===== src/rtl/core/bqc_pkg.sv =====
// package for the biquad cascade filter
// shared constants, function and coefficient codes, accumulator control struct
// no dependencies
package bqc_pkg;

  // default sizes handed to the top level parameters
  localparam int MAX_SECTIONS_DEF = 16;
  localparam int SAMPLE_BITS_DEF  = 24;
  localparam int COEF_BITS_DEF    = 32;

  // fixed field widths
  localparam int COUNT_W   = 5;
  localparam int FUNC_W    = 2;
  localparam int SEC_IDX_W = 4;
  localparam int SEL_W     = 3;
  localparam int LIN_W     = SEC_IDX_W + 3;

  // coefficients per section
  localparam int NUM_COEFS = 5;

  // function codes of an input transaction
  localparam logic [FUNC_W-1:0] FUNC_FILTER = 2'd0;
  localparam logic [FUNC_W-1:0] FUNC_COEF   = 2'd1;
  localparam logic [FUNC_W-1:0] FUNC_CLEAR  = 2'd2;

  // coefficient select codes
  localparam logic [SEL_W-1:0] COEF_B0 = 3'd0;
  localparam logic [SEL_W-1:0] COEF_B1 = 3'd1;
  localparam logic [SEL_W-1:0] COEF_B2 = 3'd2;
  localparam logic [SEL_W-1:0] COEF_A1 = 3'd3;
  localparam logic [SEL_W-1:0] COEF_A2 = 3'd4;

  // accumulator control from the sequencer
  typedef struct packed {
    logic acc_start;
    logic acc_add;
    logic acc_sub;
  } mac_ctrl_t;

endpackage


===== src/rtl/core/bqc_hist_mem.sv =====
// section history memory: one row {x1, x2, y1, y2} per section
// rows not written since reset or the last clear read as zero
module bqc_hist_mem #(
  parameter int DEPTH  = 16,
  parameter int ADDR_W = 4,
  parameter int DATA_W = 96
) (
  input  logic              clk_i,
  input  logic              rst_ni,
  input  logic              clr_i,
  input  logic              we_i,
  input  logic [ADDR_W-1:0] waddr_i,
  input  logic [DATA_W-1:0] wdata_i,
  input  logic              re_i,
  input  logic [ADDR_W-1:0] raddr_i,
  output logic [DATA_W-1:0] rdata_o
);
  import bqc_pkg::*;

  logic [DATA_W-1:0] mem_q [DEPTH];
  logic [DEPTH-1:0]  vld_q;
  logic [DATA_W-1:0] rd_data_q;
  logic              rd_vld_q;

  // storage array, read only on request so the row holds for the section
  always_ff @(posedge clk_i) begin
    if (we_i) begin
      mem_q[waddr_i] <= wdata_i;
    end
    if (re_i) begin
      rd_data_q <= mem_q[raddr_i];
      rd_vld_q  <= vld_q[raddr_i];
    end
  end

  // row valid flags, a clear drops them all at once
  always_ff @(posedge clk_i or negedge rst_ni) begin
    if (!rst_ni) begin
      vld_q <= '0;
    end else if (clr_i) begin
      vld_q <= '0;
    end else if (we_i) begin
      vld_q[waddr_i] <= 1'b1;
    end
  end

  assign rdata_o = rd_vld_q ? rd_data_q : '0;

endmodule


===== config.mk =====
export PLATFORM = sky130hd
export DESIGN_NAME = bqc_hist_mem
export DESIGN_NICKNAME = d
export VERILOG_FILES = /design/src/rtl/core/bqc_pkg.sv /design/src/rtl/core/bqc_hist_mem.sv
export SDC_FILE = /design/constraint.sdc
export NUM_CORES = 1
export LEC_CHECK = 0
export ABC_AREA = 1
export ABC_CLOCK_PERIOD_IN_PS = 3300
export BUFFER_PORTS_ARGS = -buffer_cell sky130_fd_sc_hd__buf_2
export CAP_MARGIN = 20
export CORE_MARGIN = 2
export CORE_UTILIZATION = 38
export DETAILED_ROUTE_END_ITERATION = 12
export PLACE_DENSITY = 0.52
export SKIP_CTS_REPAIR_TIMING = 1
export SLEW_MARGIN = 15
export SYNTH_ARGS = -nofsm -noshare
export SYNTH_HDL_FRONTEND = slang
export SYNTH_SLANG_ARGS = --single-unit

===== constraint.sdc =====
create_clock -name clk_i -period 3.3 [get_ports clk_i]
set_clock_uncertainty 0.15 [all_clocks]
set_input_delay 0.165 -clock clk_i [delete_from_list [all_inputs] [get_ports clk_i]]
set_output_delay 0.165 -clock clk_i [all_outputs]
set_load 0.01 [all_outputs]

Word level (Yosys, flattened, before mapping)
Memory sizes are Yosys's and may differ from the RTL's. A register that Yosys moved wholly into a read port is not among the register bits. Cells that the tools add are included.

Memories kept: 1. Logic and storage cells: 18. Bits in writable memories: 1536. Bits in registers: 17. Output and inout bits: 96. Bits of input ports: 109.

Memories: mem_q (depth 16, width 96, rd ports 1, clocked after Yosys merged registers in 1, wr ports 1, RTL line bqc_hist_mem.sv:20) `logic [DATA_W-1:0] mem_q [DEPTH];`.

Mux-type cells: 9. Bitwise logic cells: 1. Magnitude comparators: 3. Reduce and logical (&&, ||, !) cells: 2.

Operator list (number): 96-bit two-way mux (1); 16-bit two-way mux (2); 16-bit OR (1); 4-bit by 5-bit less-than comparator with 1-bit output (second input constant) (2); 1-bit binary-select mux with 4-bit select (1); 1-bit demux with 4-bit select (1); 4-bit by 1-bit greater-or-equal comparator with 1-bit output (second input constant) (1); 1-bit two-way mux (4); 2-bit nonzero test (1); 1-bit logical AND (1).

Logic depth before layout (Yosys ltp)
Depth after elaboration: 7. Gate-level depth with buffers: 10.

Least setup slack after synthesis
No wires, ideal clock.

Kind: input port to flip-flop. Start point: input waddr_i[2]. End point: memory mem_q[5][0], enable pin. Required time: 2.479 ns. Arrival: 6.949 ns. Setup time: 0.671 ns. Path slack: -4.470 ns. Stages: 4. Path through: inv_1 nor2_1 inv_1 nor3_1.

RTL lines: start: declaration (RTL line bqc_hist_mem.sv:12) `input logic [ADDR_W-1:0] waddr_i,`; end: declaration (RTL line bqc_hist_mem.sv:20).

No word-level cell before the write port.

==> results by group <==
STA
  – Tightest Pin Transition: roughly 0.94 ns
  – RSZ-0062 raised after global routing: no
  – Setup WS post-layout: 0.269 ns
  – Final setup fails: 0
  – Fmax: roughly 330 MHz
  – Slew Viols, Final: 0
  – Tmin final: 3.03 ns
  – Max-slew headroom: between 30% and 40%
  – WHS: -0.000945 ns
  – Setup TNS: 0 ns
  – Hold Vio Cnt, Final: 1
  – Final worst-path cycle share: 91.8%

Placement
  – GPL Wtd Cong: 0.762
  – Worst slack, placed: 0.809 ns
  – IO buf count: 204
  – Post-DP HPWL: a little under 100000 um
  – Cell Area, Placed: approximately 74000 um2

Global route
  – First-pass GRT wire length: 279000 um
  – Initial antenna violation count: 8
  – Vias in the first global route: 43.2k
  – Largest net degree at the start of global routing: about 170
  – Global Route Usage Sum: 19.8%
  – Gr ovfl total: 0

Setup path
  – Worst-path cell chain: dlygate4sd3_1, buf_8, clkinv_16, buf_12, nand2_1, nand2_1, nand2_1, nand3_1, nand3_1, dlygate4sd3_1, nand2_1, dlygate4sd3_1
  – CP max FO: 170
  – Cell mode on critical path: nand2_1
  – Highest cell delay on the worst timing path: 0.57 ns
  – Critical-path top delay cell: dlygate4sd3_1
  – Crit start category: input pin
  – Setup crit end kind: register
  – Critical path class: in2reg
  – Arrival time worst endpoint: 3.42 ns
  – CP Data Required Time: 3.69 ns

Synthesis
  – Mapped Nets: about 6.7k
  – Netlist cell types: 17
  – Avg Inst Size Synth: 10.6 um2
  – Area of the mapped netlist: 69900 um2
  – Synth top area share: approximately 70%
  – Synth warnings: 0
  – Post-synth top area cell: edfxtp_1
  – Post-synthesis sequential area ratio: 70.7%
  – Dominant cells by area after synthesis: edfxtp_1 70%, nand2_1 11%, nand3_1 8.4%, inv_1 6.9%, buf_2 1.3%
  – Seq cells post-synth: 1649
  – Cells after Synth: between 6k and 7k

Routing
  – Routed via count: 45.2k
  – Routed Antenna Nets: 0
  – WL final: 187000 um
  – DRC viols: 0
  – WL/cell: 19.7 um
  – First DRT Iteration DRCs: 3330
  – Vias per cell: 4.76
  – Drt pass-1 iters: 6

Floorplan
  – Die Ht: ~430 um
  – Die Width: 433 um
  – Die ar.: 187000 um2
  – Core footprint: about 180000 um2
  – Starting density of the core: 38.2%
  – I/O pins: 205
  – Core Rows: between 150 and 200

Outcome
  – Status: complete, but fails checks
  – Violated checks: negative hold slack

CTS
  – Worst skew pair latency: about 0.8 ns
  – Clk buf depth: 3
  – Clock sinks: 1649
  – Root Buffer: clkbuf_16
  – Inserted Clock Buffers: 180
  – Number of H-tree levels: 4
  – CTS tree: built
  – Reg clk slew, reported paths: around 0.06 ns

Final layout
  – # nets final: 6995
  – Multi-input gate area: 14100 um2
  – Storage element area: 49400 um2
  – Final cell area excluding filler cells: 80900 um2
  – Layout cells sized above 1: under 10%
  – Number of fillers in the final layout: 17.2k
  – Area delta synth->final: 15.7%

Hold path
  – Type of the tightest min-delay check: in2reg

Pwr
  – Overall Power: 46.1 mW
  – Power Dens Cells: 570 nW/um2
  – Max VDD drop: 517 uV
  – Leakage: 34.7 nW

Run
  – Max_cap viols: 0
## kinds of logic (layout without fill, tap and decap cells)
| kind of cell | count (synthesis) | count (layout) | share of synthesized area, % |
|---|---|---|---|
| flops | 1649 | 1649 | 70.7 |
| simple gates | 3333 | 3333 | 20.0 |
| other cells | 0 | 4 | 0 |
| buf+inv | 1617 | 2038 | 9.25 |
| compound gates | 11 | 11 | 0.0787 |
## metal layers
layer  up-vias  GRT usage (%)  wire length [um]
met5         -              0                21
li1      21849              -                 -
met2      1022           33.8             91800
met3       268           2.90              8470
met4         4           5.31              4330
met1     22034           26.3             82000
## cell usage after synthesis
master and number:
nor2_1 20, inv_1 1279, o21ai_0 1, nand2_1 2142, edfxtp_1 1633, inv_6 1, buf_1 46, nor3_1 4
nand3_1 1167, buf_6 2, clkinv_1 1, clkbuf_1 69, dfrtp_1 16, a21oi_1 10, buf_2 175, buf_4 42
inv_2 2
## cells in the final DEF (no fill, tap or decap), drive strengths merged
cell type and count:
a21oi 10, buf 314, bufinv 9, clkbuf 233, clkinv 77, clkinvlp 4
dfrtp 16, diode 4, dlygate4sd3 114, edfxtp 1633, inv 1287, nand2 2142
nand3 1167, nor2 20, nor3 4, o21ai 1
## flip-flops by register name, indices dropped and copies added, names as in the netlist
name / count
rd_data_q: 96
mem_q: 1536
vld_q: 16
rd_vld_q: 1
## through the flow
stage	utilization (%)	std cells
2_1_floorplan	-	6610
3_5_place_dp	40.5	9054
3_3_place_gp	40.5	9054
5_1_grt	44.2	9497
6_report	44.2	9499
4_1_cts	43.6	9381
## report_power, final
group          switching, mW  internal, mW
logic                   2.12         0.873
clock network           8.25          11.2
registers              0.158          23.6
## worst paths after layout
check | from | end | slack, ns | cells after the start
setup / recovery | raddr_i[0] | rd_data_q[54] | 0.27 | 12
setup reg to reg | mem_q[8][54] | rd_data_q[54] | 0.98 | 8
hold / removal | we_i | vld_q[14] | -0.0009 | 5
max in group asynchronous | rst_ni | vld_q[2] | 2.11 | 3
hold reg to reg | vld_q[15] | vld_q[15] | 0.36 | 2
min in group asynchronous | rst_ni | vld_q[12] | 0.38 | 3
## critical path: cells and delay by family
kind,cells,cell delay [ns]
and+or+nand+nor,6,0.40
buffers and inverters,6,2.72
## final cells by class
class	instances	area share, %
inverters	1283	6.10
multi-input cells	3344	17.4
well taps	2464	3.81
flip-flops and latches	1649	61.1
diodes	4	0.0124
repair buffers	428	4.60
clock buffers	233	6.07
clock inverters	94	0.903
(Power assumes the default switching activity.)
