File: src/rtl/core/bqc_pkg.sv
// package for the biquad cascade filter
// shared constants, function and coefficient codes, accumulator control struct
// no dependencies
package bqc_pkg;

  // default sizes handed to the top level parameters
  localparam int MAX_SECTIONS_DEF = 16;
  localparam int SAMPLE_BITS_DEF  = 24;
  localparam int COEF_BITS_DEF    = 32;

  // fixed field widths
  localparam int COUNT_W   = 5;
  localparam int FUNC_W    = 2;
  localparam int SEC_IDX_W = 4;
  localparam int SEL_W     = 3;
  localparam int LIN_W     = SEC_IDX_W + 3;

  // coefficients per section
  localparam int NUM_COEFS = 5;

  // function codes of an input transaction
  localparam logic [FUNC_W-1:0] FUNC_FILTER = 2'd0;
  localparam logic [FUNC_W-1:0] FUNC_COEF   = 2'd1;
  localparam logic [FUNC_W-1:0] FUNC_CLEAR  = 2'd2;

  // coefficient select codes
  localparam logic [SEL_W-1:0] COEF_B0 = 3'd0;
  localparam logic [SEL_W-1:0] COEF_B1 = 3'd1;
  localparam logic [SEL_W-1:0] COEF_B2 = 3'd2;
  localparam logic [SEL_W-1:0] COEF_A1 = 3'd3;
  localparam logic [SEL_W-1:0] COEF_A2 = 3'd4;

  // accumulator control from the sequencer
  typedef struct packed {
    logic acc_start;
    logic acc_add;
    logic acc_sub;
  } mac_ctrl_t;

endpackage

File: src/rtl/core/bqc_coef_mem.sv
// coefficient table: one write port, one registered read port
// entries never written read as their reset value (b0 one, others zero)
module bqc_coef_mem #(
  parameter int DEPTH  = 80,
  parameter int ADDR_W = 7,
  parameter int DATA_W = 32
) (
  input  logic              clk_i,
  input  logic              rst_ni,
  input  logic              we_i,
  input  logic [ADDR_W-1:0] waddr_i,
  input  logic [DATA_W-1:0] wdata_i,
  input  logic [ADDR_W-1:0] raddr_i,
  input  logic              rb0_i,
  output logic [DATA_W-1:0] rdata_o
);
  import bqc_pkg::*;

  // unity in the coefficient format, four integer bits
  localparam logic [DATA_W-1:0] ONE = DATA_W'(1) << (DATA_W - 4);

  logic [DATA_W-1:0] mem_q [DEPTH];
  logic [DEPTH-1:0]  vld_q;
  logic [DATA_W-1:0] rd_data_q;
  logic              rd_vld_q;
  logic              rd_b0_q;

  // storage array
  always_ff @(posedge clk_i) begin
    if (we_i) begin
      mem_q[waddr_i] <= wdata_i;
    end
    rd_data_q <= mem_q[raddr_i];
    rd_vld_q  <= vld_q[raddr_i];
    rd_b0_q   <= rb0_i;
  end

  // written flags, cleared by reset
  always_ff @(posedge clk_i or negedge rst_ni) begin
    if (!rst_ni) begin
      vld_q <= '0;
    end else if (we_i) begin
      vld_q[waddr_i] <= 1'b1;
    end
  end

  // unwritten entries fall back to the bypass value
  assign rdata_o = rd_vld_q ? rd_data_q : (rd_b0_q ? ONE : '0);

endmodule

File: config.mk
export PLATFORM = sky130hd
export DESIGN_NAME = bqc_coef_mem
export DESIGN_NICKNAME = d
export VERILOG_FILES = /design/src/rtl/core/bqc_pkg.sv /design/src/rtl/core/bqc_coef_mem.sv
export SDC_FILE = /design/constraint.sdc
export NUM_CORES = 2
export LEC_CHECK = 0
export BUFFER_PORTS_ARGS = -buffer_cell sky130_fd_sc_hd__buf_4
export CORE_ASPECT_RATIO = 1.2
export CORE_MARGIN = 2
export CORE_UTILIZATION = 40
export CTS_BUF_LIST = sky130_fd_sc_hd__clkbuf_16
export DETAILED_ROUTE_END_ITERATION = 8
export GPL_TIMING_DRIVEN = 0
export PLACE_DENSITY = 0.64
export REMOVE_ABC_BUFFERS = 1
export SLEW_MARGIN = 20
export SYNTH_ARGS = -nofsm -noshare
export SYNTH_HDL_FRONTEND = slang
export SYNTH_SLANG_ARGS = --single-unit
File: constraint.sdc
create_clock -name clk_i -period 2.4 [get_ports clk_i]
set_clock_uncertainty 0.2 [all_clocks]
set_input_delay 0.48 -clock clk_i [delete_from_list [all_inputs] [get_ports clk_i]]
set_output_delay 0.48 -clock clk_i [all_outputs]
set_load 0.02 [all_outputs]
# Word level (Yosys, flattened, before mapping)
# Memory sizes are Yosys's and may differ from the RTL's. A register that Yosys moved wholly into a read port is not among the register bits.
# Cells that the tools add are included.
op_classes:
  n_eq_ne: 0
  shift: 0
  n_addsub: 0
  n_reduce_logical: 1
  mux: 8
  mul: 0
  bitwise_logic: 1
  n_lt_le_gt_ge: 3
  div: 0
ops:
  columns: ["op", "count"]
  rows:
  - ["$or 80x80->80", 1]
  - ["$mux 32", 1]
  - ["$mux 29", 1]
  - ["$lt 7x8->1 const B", 2]
  - ["$bmux 1 s7", 1]
  - ["$demux 1 s7", 1]
  - ["$ge 7x1->1 const B", 1]
  - ["$mux 1", 4]
  - ["$logic_and 1x1->1", 1]
totals:
  word_cells: 17
  register_bits: 82
  mem_bits_rw: 2560
  mem_bits_ro: 0
  mem_count: 1
  out_inout_bits: 32
  latch_bits: 0
  in_bits: 50
memory_table:
  columns: ["memory", "depth", "width", "rd", "rd_ports_with_merged_regs", "write_ports", "line_no", "source"]
  rows:
  - ["mem_q", 80, 32, 1, 1, 1, "bqc_coef_mem.sv:22", "logic [DATA_W-1:0] mem_q [DEPTH];"]

# Depth between registers and ports, before layout
depth:
  ltp_word: 5
  mapped_depth: 11

# Worst setup path before layout
# OpenSTA, ideal clock, no wires.
synth_path:
  path_type: "input -> register"
  startpoint: "in waddr_i[5]"
  endpoint: "mem mem_q[32][0] (enable)"
  setup_ps: 462
  cell_stages: 3
  path_buffers: 0
  setup_slack_ps: -1441
  t_arrival_ps: 3179
  required_ps: 1738
  path_cell_list: "nor2b_1 nand4b_1 nor3_1"
synth_rtl:
  columns: ["element", "line_no", "source"]
  rows:
  - ["start, declared", "bqc_coef_mem.sv:11", "input logic [ADDR_W-1:0] waddr_i,"]
  - ["end, declared", "bqc_coef_mem.sv:22", null]
# Straight into the memory's write port.

==> summary.txt <==
Flow run
  • Max-capacitance violation count: 0

Global route
  • First-pass GRT wire length: 415.4 mm
  • Number of global-route vias before repair: 51,698
  • Initial antenna violation count: 20
  • Largest net degree at the start of global routing: 81
  • Grt ovf: 0
  • Total GRT Usage: 0.2303

Route
  • Initial DRC count: 7,060
  • DR pass1 iterations: 6
  • DRC viols: 0
  • Drt wl/cell: 35.51 µm
  • Via density: 6.056
  • Vias after detailed routing: 52,266
  • DRT antenna net count: 0
  • Total routed wirelength: 306.5 mm

Worst setup path
  • Critical Path Slowest Stage Cell: o21ai_4
  • R2R Setup Slk: -0.27 ns
  • Startpoint types: register
  • Worst Path Required: 2.94 ns
  • Worst r2r src: mem_q[42][3]
  • Crit-path cells: mux4_2 -> a22o_1 -> o21ai_4 -> o211ai_1 -> o32a_1
  • Critical path class: register to register
  • CP Data Arrival Time: 3.21 ns
  • Max stage delay on crit path: 0.52 ns
  • Worst Reg-to-Reg Cells: 5
  • Endpoint class of the critical path: register
  • CP max FO: 1
  • Crit Reg-Reg Endpoint: rd_data_q[3]

Floorplan
  • Die Area: 258,600 µm²
  • Row count: 202
  • Horiz. Die Dim: 464.6 µm
  • I/O pins: 82
  • Floorplan core area: 252,700 µm²
  • Initial core utilization: 0.4028
  • Die Height: 556.7 µm

Finish
  • NumNets Final: 5,101
  • Fillers: 19,898
  • Area delta synth->final: 20.21%
  • Proportion of layout cells with a drive suffix above 1: 0.3385

Place
  • Estimated wirelength of the detail-placed design: 172.4 mm
  • IO buf count: 81
  • RePlAce Congestion: 0.8063
  • Worst slack, placed: -3.622 ns

Synthesis
  • Distinct cells, synth: 48
  • Cell taking the most area after synthesis: edfxtp_1
  • Syn_area_per_cell: 22.25 µm²
  • Cell Area, Synth: 101,800 µm²
  • #FFs+latches synth: 2,674
  • Top cell type's share of synthesized area: 0.7551
  • Top cells by count, synth: edfxtp_1 (2,560), mux4_2 (631), mux2i_1 (183)
  • Cell count after synthesis: 4,576
  • Asr flop ratio synth: 0.02992
  • Most used DFF post-synth: edfxtp_1
  • Synth top area cells: edfxtp_1 (76%), mux4_2 (14%), dfrtp_1 (2.0%), mux2i_1 (1.8%), a22oi_1 (0.76%)
  • Register area share after synthesis: 0.7814
  • Most common cell in the synthesized netlist: edfxtp_1
  • Post-synth EDFFs: 2,560
  • Yosys warning total: 0

Clocking
  • Worst-path clk slew: 0.06 ns
  • CTS root buffer: clkbuf_16
  • Total CTS buffers: 241
  • CTS tree: built
  • H-tree levels: 4
  • CTS Buffer Depth: 4
  • Clock Latency Late Sink: 0.90 ns
  • CTS Sinks: 2,674

Pwr
  • P per Cell Area: 779.2 nW/µm²
  • Leak: 0.03946 µW
  • Peak supply drop: 0.6927 mV

Worst hold path
  • HP Start: wdata_i[0]
  • Hold crit path type: primary input to register
  • Hold depth: 1
  • Worst Hold End: mem_q[30][0]

Timing
  • Tcrit/Tclk final: 1.112
  • Worst-Margin Slew: 1.177 ns
  • # setup viols final: 183
  • FMAX: 374.8 MHz
  • Final Max Tran Viols: 0
  • Worst setup margin: -0.2678 ns
  • Setup_tns: -11.90 ns
  • RSZ-0062 raised after global routing: yes
  • Min cycle time layout: 2.668 ns
  • Minimum hold slack: 0.007204 ns
  • Max transition margin: 0.2129
  • Fin. Hold Viols: 0

Status
  • Status: finished, violations left
  • Failing checks: negative setup slack
-- report_power, final --
part           internal [µW]  switching (µW)
Combinational           2520            3950
Clock                  20200           17000
Sequential             51500             161
-- flip-flops by register name (all words and copies together) (netlist names) --
register	count
rd_vld_q	1
mem_q	2560
vld_q	80
rd_data_q	32
rd_b0_q	1
-- worst max path at each step --
stage,from,to,cells past startpoint
5_1_grt,rd_vld_q,rdata_o[8],4
4_1_cts,rd_vld_q,rdata_o[28],3
3_3_place_gp,raddr_i[0],rd_data_q[0],6
2_1_floorplan,waddr_i[5],mem_q[32][0],3
3_5_place_dp,raddr_i[0],rd_data_q[24],10
6_report,mem_q[42][3],rd_data_q[3],5
-- per-stage QoR --
stage               power, µW  instance area, µm²  cells  utilization
detailed placement      57970              110700   7980       0.4381
global route            97530              122400   8627       0.4842
finish                  95370              122400   8630       0.4843
global placement        58340              105400   7777       0.4169
floorplan               54730              100500   4330            -
CTS                     95330              121500   8572       0.4806
-- logic make-up after synthesis --
group / synth area share
and+or+nand+nor: 0.02111
AOI/OAI and AO/OA: 0.02489
DFF: 0.7814
muxes: 0.1600
buffers and inverters: 0.01260
-- metal layers --
metal,GRT usage,vias to the layer above,wire (µm)
met3,0.04204,742,28660
met2,0.3735,3240,147000
met5,0,-,9
li1,-,20253,-
met1,0.2854,28029,106800
met4,0.1480,2,24010
-- cells in the final DEF (no fill, tap or decap), types with 42 or more instances in the layout --
| cell type | netlist | layout |
|---|---|---|
| nand2_1 | 106 | 102 |
| nor2_1 | 131 | 42 |
| a22oi_1 | 103 | 92 |
| mux4_2 | 631 | 631 |
| buf_12 | 0 | 106 |
| nor2_4 | 0 | 85 |
| clkbuf_16 | 0 | 250 |
| buf_4 | 39 | 145 |
| or2_2 | 84 | 83 |
| clkinv_2 | 0 | 53 |
| inv_1 | 5 | 67 |
| dfrtp_1 | 80 | 80 |
| buf_16 | 0 | 120 |
| mux2i_1 | 183 | 176 |
| edfxtp_1 | 2560 | 2560 |
| clkinv_1 | 0 | 50 |
| buf_6 | 7 | 50 |
-- final cells by class --
cell class | instances | area [µm²] | share of cell area
clock buffer | 243 | 6081 | 0.04968
timing repair buffer | 477 | 8376 | 0.06843
sequential | 2674 | 79560 | 0.6500
clock inverter | 199 | 1378 | 0.01126
multi-input combinational | 1652 | 22700 | 0.1855
tap | 3366 | 4212 | 0.03441
antenna | 14 | 35.03 | 0.0002862
inverter | 5 | 51.30 | 0.0004191
-- what timing repair did --
item,4_1_cts,5_1_grt
hold buffers,17,0
gates resized for setup,199,92
pin swaps,48,37
setup endpoints to repair,323,322
setup buffers,87,37
gates cloned,46,7
hold endpoints to repair,244,0
-- worst max-delay path, delay by kind of cell, from the launching register on --
| kind | cells | cell delay (ns) |
|---|---|---|
| flip-flops | 1 | 0.40 |
| AO/OA/AOI/OAI | 4 | 1.43 |
| multiplexers | 1 | 0.49 |
No activity file was read; power rests on OpenSTA's default activity.
