<file path="src/rtl/core/bqc_pkg.sv">
// package for the biquad cascade filter
// shared constants, function and coefficient codes, accumulator control struct
// no dependencies
package bqc_pkg;

  // default sizes handed to the top level parameters
  localparam int MAX_SECTIONS_DEF = 16;
  localparam int SAMPLE_BITS_DEF  = 24;
  localparam int COEF_BITS_DEF    = 32;

  // fixed field widths
  localparam int COUNT_W   = 5;
  localparam int FUNC_W    = 2;
  localparam int SEC_IDX_W = 4;
  localparam int SEL_W     = 3;
  localparam int LIN_W     = SEC_IDX_W + 3;

  // coefficients per section
  localparam int NUM_COEFS = 5;

  // function codes of an input transaction
  localparam logic [FUNC_W-1:0] FUNC_FILTER = 2'd0;
  localparam logic [FUNC_W-1:0] FUNC_COEF   = 2'd1;
  localparam logic [FUNC_W-1:0] FUNC_CLEAR  = 2'd2;

  // coefficient select codes
  localparam logic [SEL_W-1:0] COEF_B0 = 3'd0;
  localparam logic [SEL_W-1:0] COEF_B1 = 3'd1;
  localparam logic [SEL_W-1:0] COEF_B2 = 3'd2;
  localparam logic [SEL_W-1:0] COEF_A1 = 3'd3;
  localparam logic [SEL_W-1:0] COEF_A2 = 3'd4;

  // accumulator control from the sequencer
  typedef struct packed {
    logic acc_start;
    logic acc_add;
    logic acc_sub;
  } mac_ctrl_t;

endpackage

</file>
<file path="src/rtl/core/bqc_mac.sv">
// shared multiply-accumulate unit with rounding offset and saturation
// depends on bqc_pkg for the control struct
module bqc_mac #(
  parameter int SAMPLE_BITS = 24,
  parameter int COEF_BITS   = 32
) (
  input  logic                          clk_i,
  input  bqc_pkg::mac_ctrl_t            ctrl_i,
  input  logic signed [SAMPLE_BITS-1:0] sample_i,
  input  logic signed [COEF_BITS-1:0]   coef_i,
  output logic signed [SAMPLE_BITS-1:0] y_o,
  output logic                          clip_o
);
  import bqc_pkg::*;

  localparam int PROD_W = SAMPLE_BITS + COEF_BITS;
  localparam int ACC_W  = PROD_W + 3;
  localparam int FRAC_W = COEF_BITS - 4;
  localparam int RES_W  = ACC_W - FRAC_W;
  localparam int TOP_W  = RES_W - SAMPLE_BITS + 1;
  localparam logic [ACC_W-1:0] HALF = ACC_W'(1) << (FRAC_W - 1);

  logic signed [PROD_W-1:0] prod_q;
  logic [ACC_W-1:0]         prod_ext;
  logic [ACC_W-1:0]         acc_d;
  logic [ACC_W-1:0]         acc_q;
  logic [RES_W-1:0]         res;
  logic [TOP_W-1:0]         res_top;

  // product register
  always_ff @(posedge clk_i) begin
    prod_q <= sample_i * coef_i;
  end

  // accumulator, seeded with the rounding half so the finish is a plain shift
  assign prod_ext = {{3{prod_q[PROD_W-1]}}, prod_q};

  always_comb begin
    acc_d = acc_q;
    if (ctrl_i.acc_start) begin
      acc_d = HALF + prod_ext;
    end else if (ctrl_i.acc_add) begin
      acc_d = acc_q + prod_ext;
    end else if (ctrl_i.acc_sub) begin
      acc_d = acc_q - prod_ext;
    end
  end

  always_ff @(posedge clk_i) begin
    acc_q <= acc_d;
  end

  // shift down and clip to the sample width
  assign res     = acc_q[ACC_W-1:FRAC_W];
  assign res_top = res[RES_W-1:SAMPLE_BITS-1];
  assign clip_o  = !((&res_top) || (~|res_top));
  assign y_o     = clip_o ? {res[RES_W-1], {(SAMPLE_BITS-1){~res[RES_W-1]}}}
                          : res[SAMPLE_BITS-1:0];

endmodule

</file>
<file path="config.mk">
export PLATFORM = sky130hd
export DESIGN_NAME = bqc_mac
export DESIGN_NICKNAME = d
export VERILOG_FILES = /design/src/rtl/core/bqc_pkg.sv /design/src/rtl/core/bqc_mac.sv
export SDC_FILE = /design/constraint.sdc
export NUM_CORES = 2
export LEC_CHECK = 0
export ABC_AREA = 0
export BUFFER_PORTS_ARGS = -buffer_cell sky130_fd_sc_hd__buf_2
export CAP_MARGIN = 0
export CORE_ASPECT_RATIO = 0.9
export CORE_UTILIZATION = 40
export CTS_CLUSTER_SIZE = 10
export DETAILED_ROUTE_END_ITERATION = 6
export GPL_ROUTABILITY_DRIVEN = 1
export PLACE_DENSITY = 0.63
export SLEW_MARGIN = 20
export SYNTH_ARGS = -nofsm -noshare
export SYNTH_HDL_FRONTEND = slang
export SYNTH_SLANG_ARGS = --single-unit
</file>
<file path="constraint.sdc">
create_clock -name clk_i -period 6.1 [get_ports clk_i]
set_input_delay 0 -clock clk_i [delete_from_list [all_inputs] [get_ports clk_i]]
set_output_delay 0 -clock clk_i [all_outputs]
set_load 0.01 [all_outputs]
</file>
* Word level (Yosys, flattened, before mapping)
Index checks and enable logic that the tools add are counted. W data, S select, Z words.
Word-level totals: logic and storage cells 17, bits of input ports 60, output and inout bits 25, bits in registers 115
Operators by class: mux-type cells 4, reductions and logical operators 6, bitwise logic cells 1, add/subtract/negate cells 3, multipliers 1
Operators with widths (count):
- $mux W59 | 3
- $add A59 B59 Y59 | 1
- $sub A59 B59 Y59 | 1
- $add A29 B56 Y57 const A | 1
- $mul A24 B32 Y56 | 1
- $mux W24 | 1
- $reduce_and A8 Y1 | 1
- $reduce_or A8 Y1 | 1
- $reduce_bool A3 Y1 | 1
- $logic_not A1 Y1 | 2
- $logic_or A1 B1 Y1 | 1
- $not A1 Y1 | 1

* Logic depth before layout (Yosys ltp)
depth in word-level cells 4, depth in mapped cells 27, depth with buffers taken out 26

* Worst setup path after synthesis
Ideal clock, no wire load.
path type input-to-reg, start in coef_i[19], end reg prod_q[52], cell stages on the path 25, library setup time 0.124 ns, data arrival time 6.338 ns, buffers on the path 1, slack -0.362 ns, required time 5.976 ns, path through clkbuf_1 -> nand2_1 -> fa_1 -> inv_1 -> fa_1 -> inv_1 -> fa_1 -> fa_1 -> inv_1 -> fa_1 -> fa_1 -> inv_1 -> fa_1 -> inv_1 -> ha_1 -> and2_1 -> a221o_1 -> a21oi_1 -> nand3b_1 -> a31oi_1 -> o2111a_1 -> o211a_1 -> a2111oi_0 -> nor2_1 -> xor2_1
On the way: cells in the longest elaborated chain, start to end 1
RTL lines:
- start: declaration | RTL line bqc_mac.sv:10 | input logic signed [COEF_BITS-1:0] coef_i,
- $mul A24 B32 Y56 | RTL line bqc_mac.sv:32 | prod_q <= sample_i * coef_i;
- end signal: assignment | RTL line bqc_mac.sv:32
- end: declaration | RTL line bqc_mac.sv:23 | logic signed [PROD_W-1:0] prod_q;
Every way passes these cells. A chain may end at the register's enable or synchronous reset.

* Final worst setup path
start in sample_i[0], end reg prod_q[54]
On the way: cells in the longest elaborated chain, start to end 1
RTL lines:
- start: declaration | RTL line bqc_mac.sv:9 | input logic signed [SAMPLE_BITS-1:0] sample_i,
- $mul A24 B32 Y56 | RTL line bqc_mac.sv:32
Every way passes these cells.

==> PnR_summary.wiki <==
{| class="wikitable"
! Metric !! Value
|-
| Post-synth EDFFs || 59
|-
| Placeable Area || 88020 um^2
|-
| Synthesized area divided by synthesized cell count || 8.941 um^2
|-
| Number of antenna violations at the first check in global routing || 4
|-
| Total setup violations reported at the end of the flow || 4
|-
| Count of cells along the worst hold path || 2
|-
| Post-Synthesis Cells || 3992
|-
| Starting DRC count in detailed routing || 1831
|-
| Setup Crit Path Kind || in -> reg
|-
| Die Height || 285.4 um
|-
| Post-synthesis sequential element count || 115
|-
| H-tree Lvls || 4
|-
| Number of global-route vias before repair || 28680
|-
| Clock transition time at the flip-flop clock pins of the worst setup and hold paths || 0.06 ns
|-
| Count of yosys warnings during synthesis || 0
|-
| Distinct cell type count after synthesis || 72
|-
| R2r worst-path depth || 21
|-
| Remaining DRCs || 0
|-
| Worst-margin pin slew || 0.9407 ns
|-
| Worst min-delay path startpoint || ctrl_i[2]
|-
| DR vias/cell || 5.019
|-
| Post-DR wirelength/cell || 17.40 um
|-
| Final count of hold timing violations || 0
|-
| Detailed placer's ending HPWL || 82270 um
|-
| Critical Path AT || 6.48 ns
|-
| Synth Net Count || 5047
|-
| Setup slack, reg-to-reg || 0.47 ns
|-
| Total via count after detailed routing || 27230
|-
| CP Data Required Time || 6.38 ns
|-
| GRT Overall Usage || 21.47%
|-
| CTS max path bufs || 2
|-
| Hold Buf Count CTS || 0
|-
| Skew final || 0.01182 ns
|-
| Upper clock frequency limit || 161.3 MHz
|-
| Ys async rst share || 0%
|-
| Initial Util || 40.55%
|-
| Maximum number of pins on one net before global-route repair || 78
|-
| Quantity of I/O buffers inserted on ports || 84
|-
| CTS root buffer || sky130_fd_sc_hd__clkbuf_16
|-
| Synthesized area || 35690 um^2
|-
| Reg2Reg Launch Point || prod_q[8]
|-
| Min-delay worst type || in -> reg
|-
| CP max FO || 11
|-
| Crit path capture type || register
|-
| Core Rows || 103
|-
| Startpoint class of the critical path || input pin
|-
| Portion of the post-synthesis area used by sequential elements || 8.105%
|-
| TritonRoute pass-1 iters || 6
|-
| Wire length of the first global-routing pass || 153200 um
|-
| Most used DFF post-synth || sky130_fd_sc_hd__edfxtp_1
|-
| Status || finished with violations
|-
| Destination of the worst hold path || acc_q[7]
|-
| Num CTS Buffers || 17
|-
| Pins Over Slew Limit || 0
|-
| RSZ-0062 raised after global routing || true
|-
| GP Congestion || 0.9015
|-
| Routed wire length || 94420 um
|-
| Antenna-violating nets left || 0
|-
| Nets || 5310
|-
| Die width || 316.9 um
|-
| Clock period minus final worst setup slack || 6.201 ns
|-
| Source-to-sink clock delay at the later pin of the worst-skew pair || 0.43 ns
|-
| Minimum setup slack in the final design || -0.1007 ns
|-
| Crit Reg-Reg Endpoint || acc_q[56]
|-
| TritonCTS clock tree || done
|-
| Global route total overflow || 0
|-
| Crit share post-route || 101.7%
|-
| Worst slew slack as a fraction of its limit || 37.28%
|-
| Overall die area || 90430 um^2
|-
| TritonCTS Sinks || 115
|-
| Hold slack || 0.1329 ns
|-
| Number of maximum-capacitance constraint violations || 0
|-
| Violations in the final reports || negative setup slack
|-
| Synth-to-Final Area Change || 15.58%
|-
| Ratio of cells with drive above 1 in the final layout || 14.48%
|-
| IO Pins || 85
|}
## worst max path at each step
stage                startpoint         end  slack, ns
floorplan            coef_i[16]  prod_q[52]      -0.01
global placement     coef_i[12]  prod_q[49]      -0.73
detailed placement   coef_i[16]  prod_q[49]      -0.77
CTS                 sample_i[3]  prod_q[54]     -0.007
global route        sample_i[0]  prod_q[54]      -0.26
finish              sample_i[0]  prod_q[54]      -0.10
## layout make-up
| cell class | instances | area (um^2) |
|---|---|---|
| fill | 8440 | 46770 |
| multi-input combinational | 2892 | 29520 |
| timing repair buffer | 446 | 3900 |
| inverter | 783 | 2939 |
| sequential | 115 | 2893 |
| tap | 1155 | 1445 |
| clock buffer | 22 | 464.2 |
| clock inverter | 10 | 82.58 |
| antenna | 2 | 5.005 |
## critical path: stages
cell and delay, ns:
sky130_fd_sc_hd__buf_6 0.12, sky130_fd_sc_hd__buf_12 0.14, sky130_fd_sc_hd__and2_4 0.16, sky130_fd_sc_hd__fa_1 0.53, sky130_fd_sc_hd__inv_1 0.05, sky130_fd_sc_hd__fa_1 0.58
sky130_fd_sc_hd__fa_2 0.46, sky130_fd_sc_hd__fa_2 0.54, sky130_fd_sc_hd__inv_1 0.06, sky130_fd_sc_hd__fa_2 0.54, sky130_fd_sc_hd__fa_2 0.46, sky130_fd_sc_hd__fa_2 0.59
sky130_fd_sc_hd__ha_4 0.21, sky130_fd_sc_hd__a21o_1 0.15, sky130_fd_sc_hd__a221o_1 0.33, sky130_fd_sc_hd__a21oi_1 0.12, sky130_fd_sc_hd__nand3b_1 0.14, sky130_fd_sc_hd__a31oi_2 0.06
sky130_fd_sc_hd__o2111a_2 0.32, sky130_fd_sc_hd__o211a_4 0.29, sky130_fd_sc_hd__a2111oi_4 0.39, sky130_fd_sc_hd__or3_1 0.16, sky130_fd_sc_hd__o211ai_1 0.08
## metrics by stage
step	cells	setup slack (ns)	utilization, %	area, um^2	setup TNS [ns]
final	5425	-0.1007	46.87	41250	-0.1682
after global routing	5423	-0.2613	46.86	41250	-1.387
after CTS	5410	-0.006785	46.18	40650	-0.006785
after detailed placement	5373	-0.7677	45.22	39800	-13.79
after global placement	5373	-0.7258	45.22	39800	-12.47
after floorplan	3992	-0.01301	-	35910	-0.01301
## routing by layer
layer / part of all wire (%) / up-vias / GRT usage, % / wire length, um
met5: 0.0095 / - / 0 / 9
met4: 1.8 / 2 / 4.772 / 1739
met3: 7.4 / 88 / 4.320 / 6991
met2: 43 / 859 / 32.27 / 40520
met1: 48 / 13600 / 31.75 / 45160
li1: - / 12690 / - / -
## cells in the mapped netlist, drive strengths merged (59+ instances only)
library cell / number / area, um^2
a21o: 79 / 593.1
a21oi: 136 / 680.7
and2: 371 / 2321
clkbuf: 187 / 701.9
edfxtp: 59 / 1772
fa: 784 / 15700
ha: 211 / 2640
inv: 783 / 2939
nand2: 514 / 1929
nor2: 155 / 581.8
o21ai: 116 / 580.6
xnor2: 105 / 919.6
xor2: 85 / 744.5
## repair_timing
item / 4_1_cts / 5_1_grt
resized for setup: 66 / 147
buffers inserted: 3 / 13
pin swaps: 26 / 77
gates cloned: 2 / 1
endpoints found under the setup margin: 13 / 22
## flip-flops by register name (all words and copies together) (netlist names)
register and count:
acc_q 59, prod_q 56
## layout by cell type, fill, tap and decap left out, types with 8 or more instances in the layout
cell type | synthesis | final
sky130_fd_sc_hd__a21o_1 | 79 | 79
sky130_fd_sc_hd__fa_2 | 0 | 28
sky130_fd_sc_hd__xnor2_1 | 105 | 104
sky130_fd_sc_hd__buf_12 | 0 | 33
sky130_fd_sc_hd__xor2_1 | 85 | 85
sky130_fd_sc_hd__o21ai_0 | 114 | 108
sky130_fd_sc_hd__a21oi_1 | 136 | 130
sky130_fd_sc_hd__o211ai_1 | 12 | 12
sky130_fd_sc_hd__nor4_1 | 14 | 14
sky130_fd_sc_hd__inv_2 | 0 | 12
sky130_fd_sc_hd__o21bai_1 | 14 | 14
sky130_fd_sc_hd__nand2b_1 | 23 | 23
sky130_fd_sc_hd__clkbuf_16 | 0 | 18
sky130_fd_sc_hd__a31oi_1 | 20 | 18
sky130_fd_sc_hd__and2_4 | 0 | 23
sky130_fd_sc_hd__nor2_1 | 155 | 150
sky130_fd_sc_hd__nand2_1 | 514 | 509
sky130_fd_sc_hd__ha_1 | 211 | 201
sky130_fd_sc_hd__inv_1 | 783 | 771
sky130_fd_sc_hd__o21a_1 | 14 | 14
sky130_fd_sc_hd__nand3_1 | 28 | 28
sky130_fd_sc_hd__edfxtp_1 | 59 | 59
sky130_fd_sc_hd__nor3_1 | 27 | 25
sky130_fd_sc_hd__fa_1 | 784 | 756
sky130_fd_sc_hd__nor2b_1 | 12 | 11
sky130_fd_sc_hd__buf_6 | 0 | 31
sky130_fd_sc_hd__nand4_1 | 27 | 27
sky130_fd_sc_hd__or3_1 | 9 | 8
sky130_fd_sc_hd__buf_4 | 2 | 328
sky130_fd_sc_hd__and3_1 | 20 | 19
sky130_fd_sc_hd__and2_1 | 371 | 348
sky130_fd_sc_hd__dfxtp_1 | 56 | 56
sky130_fd_sc_hd__buf_2 | 0 | 37
sky130_fd_sc_hd__a211oi_1 | 12 | 9
## cell families (layout without fill, tap and decap cells)
logic type,Yosys count,count (layout),share of synthesized area [%]
xor gates and xnor gates,190,190,4.662
DFF,115,115,8.105
other,0,2,0
AOI/OAI and AO/OA,468,468,8.252
adders and majority gates,995,995,51.37
and+or+nand+nor,1233,1233,17.04
buffers and inverters,985,1261,10.38
muxes,6,6,0.1858
Power is not shown: default switching activity piles up to over one toggle a cycle in this logic, so the estimate is an artifact.
